## src/sv/qzc_pkg.sv

```systemverilog
// Shared types, widths, register codes and helpers for the quadratic root finder.
package qzc_pkg;

    localparam int FRAC_BITS_DEF = 16;

    // Field widths
    localparam int DATA_W    = 32;
    localparam int TOL_W     = 31;
    localparam int CNT_W     = 2;
    localparam int CFG_IDX_W = 2;

    // Configuration register indexes
    localparam logic [CFG_IDX_W-1:0] CFG_ZERO_TOL = 2'd0;
    localparam logic [CFG_IDX_W-1:0] CFG_END_TOL  = 2'd1;
    localparam logic [CFG_IDX_W-1:0] CFG_DUP_TOL  = 2'd2;

    // Configuration reset values
    localparam logic [TOL_W-1:0] ZERO_TOL_RST = 31'd1;
    localparam logic [TOL_W-1:0] END_TOL_RST  = 31'd66;
    localparam logic [TOL_W-1:0] DUP_TOL_RST  = 31'd1;

    // Internal datapath widths
    localparam int PROD_W    = 64;  // 32 x 32 unsigned product
    localparam int DISC_W    = 66;  // b*b + 4*|a*c|
    localparam int SQ_STEPS  = 33;  // one root bit per step
    localparam int SQ_REM_W  = 36;
    localparam int SQ_ROOT_W = 33;
    localparam int SQ_W      = 34;  // rounded root
    localparam int NUM_W     = 35;  // signed numerator
    localparam int NM_W      = 34;  // numerator magnitude
    localparam int DM_W      = 33;  // divisor magnitude

    typedef enum logic [1:0] {
        KIND_NONE,
        KIND_LINE,
        KIND_QUAD
    } t_kind;

    typedef struct packed {
        logic [TOL_W-1:0] zero_tol;
        logic [TOL_W-1:0] end_tol;
        logic [TOL_W-1:0] dup_tol;
    } t_cfg;

    // Sideband through the square root pipeline
    typedef struct packed {
        t_kind                    kind;
        logic signed [DATA_W-1:0] a;
        logic signed [DATA_W-1:0] b;
        logic signed [DATA_W-1:0] c;
        logic signed [DATA_W-1:0] s;
        logic signed [DATA_W-1:0] e;
    } t_sq_side;

    // Sideband through the divider pipeline
    typedef struct packed {
        t_kind                    kind;
        logic signed [DATA_W-1:0] s;
        logic signed [DATA_W-1:0] e;
    } t_div_side;

    // Magnitude of a 32-bit two's complement value
    function automatic logic [DATA_W-1:0] mag32(input logic [DATA_W-1:0] v);
        return v[DATA_W-1] ? (~v + 1'b1) : v;
    endfunction

endpackage

```

## src/sv/qzc_sel.sv

```systemverilog
// Interval test, endpoint snapping, sort, duplicate merge and saturated output.
module qzc_sel import qzc_pkg::*; #(
    parameter int FRAC_BITS = FRAC_BITS_DEF,
    localparam int RW = NM_W + FRAC_BITS + 2
) (
    input  logic                     i_clk,
    input  logic                     i_rst_n,
    input  logic                     i_en,
    input  logic                     i_valid,
    input  logic signed [RW-1:0]     i_root0,
    input  logic signed [RW-1:0]     i_root1,
    input  t_div_side                i_side,
    input  t_cfg                     i_cfg,
    output logic                     o_valid,
    output logic [CNT_W-1:0]         o_root_count,
    output logic signed [DATA_W-1:0] o_first_root,
    output logic signed [DATA_W-1:0] o_second_root
);

    localparam int DW = RW + 1;
    localparam logic signed [RW-1:0] SAT_HI = {{(RW-DATA_W+1){1'b0}}, {(DATA_W-1){1'b1}}};
    localparam logic signed [RW-1:0] SAT_LO = {{(RW-DATA_W+1){1'b1}}, {(DATA_W-1){1'b0}}};

    function automatic logic signed [DW-1:0] ext(input logic signed [RW-1:0] v);
        return {v[RW-1], v};
    endfunction

    function automatic logic [DATA_W-1:0] sat(input logic signed [RW-1:0] v);
        logic [DATA_W-1:0] res;
        priority if (v > SAT_HI) begin
            res = SAT_HI[DATA_W-1:0];
        end else if (v < SAT_LO) begin
            res = SAT_LO[DATA_W-1:0];
        end else begin
            res = v[DATA_W-1:0];
        end
        return res;
    endfunction

    // Stage S1: keep roots inside the interval, snap a line root to an end
    logic signed [RW-1:0] w_s, w_e, w_x0;
    logic signed [DW-1:0] w_ds, w_de, w_etp, w_etn;
    logic                 w_line, w_quad, w_close_s, w_close_e, w_in0, w_in1;

    always_comb begin
        w_s       = {{(RW-DATA_W){i_side.s[DATA_W-1]}}, i_side.s};
        w_e       = {{(RW-DATA_W){i_side.e[DATA_W-1]}}, i_side.e};
        w_ds      = ext(i_root0) - ext(w_s);
        w_de      = ext(i_root0) - ext(w_e);
        w_etp     = {{(DW-TOL_W){1'b0}}, i_cfg.end_tol};
        w_etn     = -w_etp;
        w_line    = (i_side.kind == KIND_LINE);
        w_quad    = (i_side.kind == KIND_QUAD);
        w_close_s = (w_ds < w_etp) && (w_ds > w_etn);
        w_close_e = (w_de < w_etp) && (w_de > w_etn);
        priority if (w_line && w_close_s) begin
            w_x0  = w_s;
            w_in0 = 1'b1;
        end else if (w_line && w_close_e) begin
            w_x0  = w_e;
            w_in0 = 1'b1;
        end else begin
            w_x0  = i_root0;
            w_in0 = (w_line || w_quad) && (w_s <= i_root0) && (i_root0 <= w_e);
        end
        w_in1 = w_quad && (w_s <= i_root1) && (i_root1 <= w_e);
    end

    logic                 r1_v, r1_in0, r1_in1;
    logic signed [RW-1:0] r1_x0, r1_x1;

    always_ff @(posedge i_clk) begin
        if (!i_rst_n) begin
            r1_v <= 1'b0;
        end else if (i_en) begin
            r1_v <= i_valid;
        end
    end

    always_ff @(posedge i_clk) begin
        if (i_en) begin
            r1_x0  <= w_x0;
            r1_x1  <= i_root1;
            r1_in0 <= w_in0;
            r1_in1 <= w_in1;
        end
    end

    // Stage S2: order the kept roots and merge a close pair
    logic signed [DW-1:0] w_dd, w_dtp, w_dtn;
    logic signed [RW-1:0] w_lo, w_hi;
    logic [CNT_W-1:0]     w_cnt;
    logic                 w_swap, w_near;

    always_comb begin
        w_dd   = ext(r1_x1) - ext(r1_x0);
        w_dtp  = {{(DW-TOL_W){1'b0}}, i_cfg.dup_tol};
        w_dtn  = -w_dtp;
        w_swap = (r1_x1 < r1_x0);
        w_near = (w_dd < w_dtp) && (w_dd > w_dtn);
        priority if (r1_in0 && r1_in1) begin
            w_lo  = w_swap ? r1_x1 : r1_x0;
            w_hi  = w_near ? '0 : (w_swap ? r1_x0 : r1_x1);
            w_cnt = w_near ? 2'd1 : 2'd2;
        end else if (r1_in0) begin
            w_lo  = r1_x0;
            w_hi  = '0;
            w_cnt = 2'd1;
        end else if (r1_in1) begin
            w_lo  = r1_x1;
            w_hi  = '0;
            w_cnt = 2'd1;
        end else begin
            w_lo  = '0;
            w_hi  = '0;
            w_cnt = 2'd0;
        end
    end

    logic                 r2_v;
    logic signed [RW-1:0] r2_lo, r2_hi;
    logic [CNT_W-1:0]     r2_cnt;

    always_ff @(posedge i_clk) begin
        if (!i_rst_n) begin
            r2_v <= 1'b0;
        end else if (i_en) begin
            r2_v <= r1_v;
        end
    end

    always_ff @(posedge i_clk) begin
        if (i_en) begin
            r2_lo  <= w_lo;
            r2_hi  <= w_hi;
            r2_cnt <= w_cnt;
        end
    end

    // Stage S3: output register with saturation to 32 bits
    logic                     r_ov;
    logic [CNT_W-1:0]         r_cnt;
    logic signed [DATA_W-1:0] r_first, r_second;

    always_ff @(posedge i_clk) begin
        if (!i_rst_n) begin
            r_ov <= 1'b0;
        end else if (i_en) begin
            r_ov <= r2_v;
        end
    end

    always_ff @(posedge i_clk) begin
        if (i_en) begin
            r_cnt    <= r2_cnt;
            r_first  <= sat(r2_lo);
            r_second <= sat(r2_hi);
        end
    end

    assign o_valid       = r_ov;
    assign o_root_count  = r_cnt;
    assign o_first_root  = r_first;
    assign o_second_root = r_second;

endmodule

```

## config.mk

```make
export PLATFORM = sky130hd
export DESIGN_NAME = qzc_sel
export DESIGN_NICKNAME = d
export VERILOG_FILES = /design/src/sv/qzc_pkg.sv /design/src/sv/qzc_sel.sv
export SDC_FILE = /design/constraint.sdc
export NUM_CORES = 1
export LEC_CHECK = 0
export ABC_AREA = 1
export BUFFER_PORTS_ARGS = -buffer_cell sky130_fd_sc_hd__buf_2
export CAP_MARGIN = 20
export CORE_UTILIZATION = 35
export CTS_CLUSTER_DIAMETER = 80
export DETAILED_ROUTE_END_ITERATION = 8
export GPL_TIMING_DRIVEN = 0
export PLACE_DENSITY = 0.48
export SLEW_MARGIN = 15
export SYNTH_ARGS = -nofsm -noshare
export SYNTH_HDL_FRONTEND = slang
export SYNTH_SLANG_ARGS = --single-unit
```

## constraint.sdc

```tcl
create_clock -name i_clk -period 8.6 [get_ports i_clk]
set_input_delay 0.86 -clock i_clk [delete_from_list [all_inputs] [get_ports i_clk]]
set_output_delay 0.86 -clock i_clk [all_outputs]
set_load 0.03 [all_outputs]
```

==> results.py <==
metrics = {
    "outcome": {
        "status": "completed",
    },
    "logic_synthesis": {
        "synth_flop_cell": "edfxtp_1",
        "seq_area_frac_synth": 0.231,
        "yosys-mux-area-fraction": 0,
        "synthDistinctLibCells": 69,
        "async_flop_share": 0,
        "synth.net_count": 6259,
        "ys_seq_elements": 281,
        "yosys-top-cells-area": "edfxtp_1 (23%), ha_1 (18%), nand2_1 (16%)",
        "synth_top_family_by_area": "simple AND/OR/NAND/NOR gates",
        "synth_most_common_cell": "nand2_1",
        "yosys-top-cells-count": "nand2_1 (1,579), inv_1 (894), ha_1 (515)",
        "yosys.area.top_type_share": 0.229,
        "syn_area_um2": 36400,
        "synth_edf_count": 278,
        "avgSynthCellArea_um2": 6.65,
        "synthXorXnorAreaFrac": 0.0325,
        "synthAdderAreaFrac": 0.179,
        "synth_simple_gate_area_frac": 0.319,
        "synth_cells": 5474,
        "yosys.area.top_type": "edfxtp_1",
        "synth_compound_area_frac": 0.130,
        "yosysWarnings": 0,
    },
    "cts": {
        "clk_path_buf_depth": 3,
        "insertion_delay_ns": 0.61,
        "path_clk_slew_ns": 0.06,
        "cts_buffers": 30,
        "post_cts_resize_count": 0,
        "cts.sinks": 281,
        "post_cts_buffers": 0,
        "cts_root_buf": "clkbuf_16",
        "htree_levels": 1,
        "cts_hold_buf": 0,
        "cts_tree": "done",
    },
    "floorplan": {
        "ios": 334,
        "core_area_um2": 102000,
        "initial_core_util": 0.355,
        "die_w_um": 324,
        "row_count": 117,
        "die_h_um": 324,
        "dieArea_um2": 105000,
    },
    "detailed_routing": {
        "drt-vias-per-instance": 5.20,
        "finalWirelength_um": 163000,
        "ant_nets": 0,
        "first_pass_iters": 6,
        "drc": 0,
        "vias": 37500,
        "drtIter0Drc": 2742,
        "post_drt_wl_per_cell_um": 22.6,
    },
    "placed_design": {
        "globalplace.congestion": 1.04,
        "hpwlAfterDp_um": 145000,
        "portBuffers": 302,
        "dp_worst_setup_slack_ns": 1.36,
        "place_inst": 7150,
    },
    "grt": {
        "grt_pass1_vias": 36600,
        "antenna_found_initial": 19,
        "grt.overflow.total": 0,
        "track_usage": 0.300,
        "grt_max_degree": 103,
        "grt_pass1_wl_um": 234000,
    },
    "timing": {
        "rsz0062_at_grt": "false",
        "setup_viol_count_final": 0,
        "fin_crit_sh": 0.795,
        "layout_setup_ws_ns": 1.76,
        "finalHoldViolations": 0,
        "slew_violations": 0,
        "clock_skew_ns": 0.0391,
        "period_needed_ns": 6.84,
        "setup_tns_ns": 0,
        "slew_headroom": 0.132,
        "timing.fmax_mhz": 146,
        "worstMarginPinSlew_ns": 1.29,
    },
    "cells_and_area": {
        "n_fill_cell": 11300,
        "finish.utilization": 0.398,
        "seq_area_um2": 8410,
        "stdcell_count": 7216,
        "nets": 6599,
        "multi_input_area_um2": 24000,
        "drive_above_1_share": 0.0913,
        "syn2layout_area_growth_pct": 12.0,
    },
    "hold_path": {
        "hp-class": "reg -> reg",
        "min_from": "r2_cnt[1]",
        "worstHoldPathCells": 0,
        "min_to": "o_root_count[1]",
    },
    "setup_path": {
        "cpPeakStageDelay_ns": 0.70,
        "rr_startpoint": "r1_x1[0]",
        "crit_family": "simple AND/OR/NAND/NOR gates",
        "crit_chain": "buf_2 -> inv_1 -> ha_1 -> nand2_1 -> nor2_1 -> nand2_1 -> nor2_1 -> nand3_1 -> nand4_1 -> nand2_1 -> ha_1 -> nand2_1 -> inv_1 -> nand4_1 -> nor3_1 -> nand4_1 -> nand2_1 -> nor2_1 -> nand2_2 -> inv_2 -> buf_4 -> nand2_1 -> nand2_1",
        "slowest_stage": "nor2_1",
        "startpoint_type": "input port",
        "crit_required_ns": 8.91,
        "cp.buffers_inverters": 5,
        "crit_type": "in -> reg",
        "critPathMaxFanout": 23,
        "end_kind": "register",
        "worstRegToRegCells": 25,
        "reg2reg_to": "r2_hi[16]",
        "crit_path_frequent_cell": "nand2_1",
        "worstPathArrival_ns": 7.15,
        "r2r_slack_ns": 3.16,
    },
    "pwr": {
        "ir_drop_v": 0.000173,
        "power_leakage_nw": 20.7,
        "powerDensity_nw_per_um2": 164,
    },
    "run": {
        "drv_cap": 0,
    },
}
flip-flops by register name, summed over array words and instances, names as in the netlist:
name / cells
r2_cnt: 2
r1_in1: 1
o_valid: 1
r1_x1: 52
r1_v: 1
r2_v: 1
o_second_root: 32
o_first_root: 32
r2_hi: 52
r1_in0: 1
o_root_count: 2
r1_x0: 52
r2_lo: 52
cell usage in the layout, fill, tap and decap left out, types with 15 or more instances in the layout:
master and instances:
nor3_1 55, o21ai_0 242, clkbuf_1 60, inv_1 893
a21oi_1 400, nand4_1 140, clkbuf_16 30, nand2_2 17
o22ai_1 51, xor2_1 113, nor4_1 43, a211oi_1 21
inv_2 15, edfxtp_1 278, nor2_1 464, ha_1 515
nand3_1 250, xnor2_1 22, nand2_1 1579, nor2_2 27
buf_2 321, nor2_4 41, o21ai_1 16, o21bai_1 43
worst reg2reg max path: cells and delay by family (launching register included):
kind | cells | cell delay [ns]
flops | 1 | 0.36
fa+ha+maj | 3 | 1.02
simple gates | 10 | 1.46
buf+inv | 4 | 0.79
xor+xnor | 1 | 0.40
compound gates | 7 | 1.18
worst max path at each step:
stage,start,to,cells after the start
finish,i_side[63],r1_x0[2],23
floorplan,i_side[31],r1_x0[1],22
detailed placement,i_side[63],r1_x0[3],23
CTS,i_side[63],r1_x0[3],23
global route,i_cfg[32],r1_x0[3],32
global placement,i_side[31],r1_x0[47],25
cell type report:
type	count	area share
clock buffers	35	0.0189
clock inverters	18	0.00445
well taps	1368	0.0420
diodes	13	0.000799
plain buffers	97	0.0130
flip-flops and latches	281	0.206
multi-input cells	4181	0.590
repair buffers	308	0.0399
inverters	915	0.0843
kinds of logic (layout without fill, tap and decap cells):
logic type / count (synthesis) / after routing
buffers and inverters: 1012 / 1373
and+or+nand+nor: 2676 / 2676
AOI/OAI and AO/OA: 852 / 852
other: 0 / 13
adders and majority gates: 518 / 518
xor gates and xnor gates: 135 / 135
DFF: 281 / 281
report_power, final:
group / leakage (nW) / switching (mW) / internal [mW] / total (mW)
registers: 2.76 / 0.0992 / 1.71 / 1.81
logic: 17.5 / 2.54 / 1.06 / 3.60
clock network: 0.451 / 0.559 / 0.705 / 1.26
metal layers:
metal / share of wire / vias up / track usage
met4: 0.073 / 2 / 0.193
met1: 0.41 / 17300 / 0.365
met2: 0.47 / 1040 / 0.516
met5: 0.000049 / - / 0
met3: 0.044 / 301 / 0.0180
li1: - / 18800 / -
per-stage QoR:
| step | total power, mW | hold WS, ns | area (um2) |
|---|---|---|---|
| 2_1_floorplan | 4.05 | 0.400 | 36400 |
| 3_3_place_gp | 5.37 | 0.407 | 39600 |
| 3_5_place_dp | 5.38 | 0.407 | 39800 |
| 4_1_cts | 6.67 | 0.428 | 40700 |
| 5_1_grt | 7.13 | 0.438 | 40700 |
| 6_report | 6.67 | 0.430 | 40700 |
(Power assumes the default switching activity.)
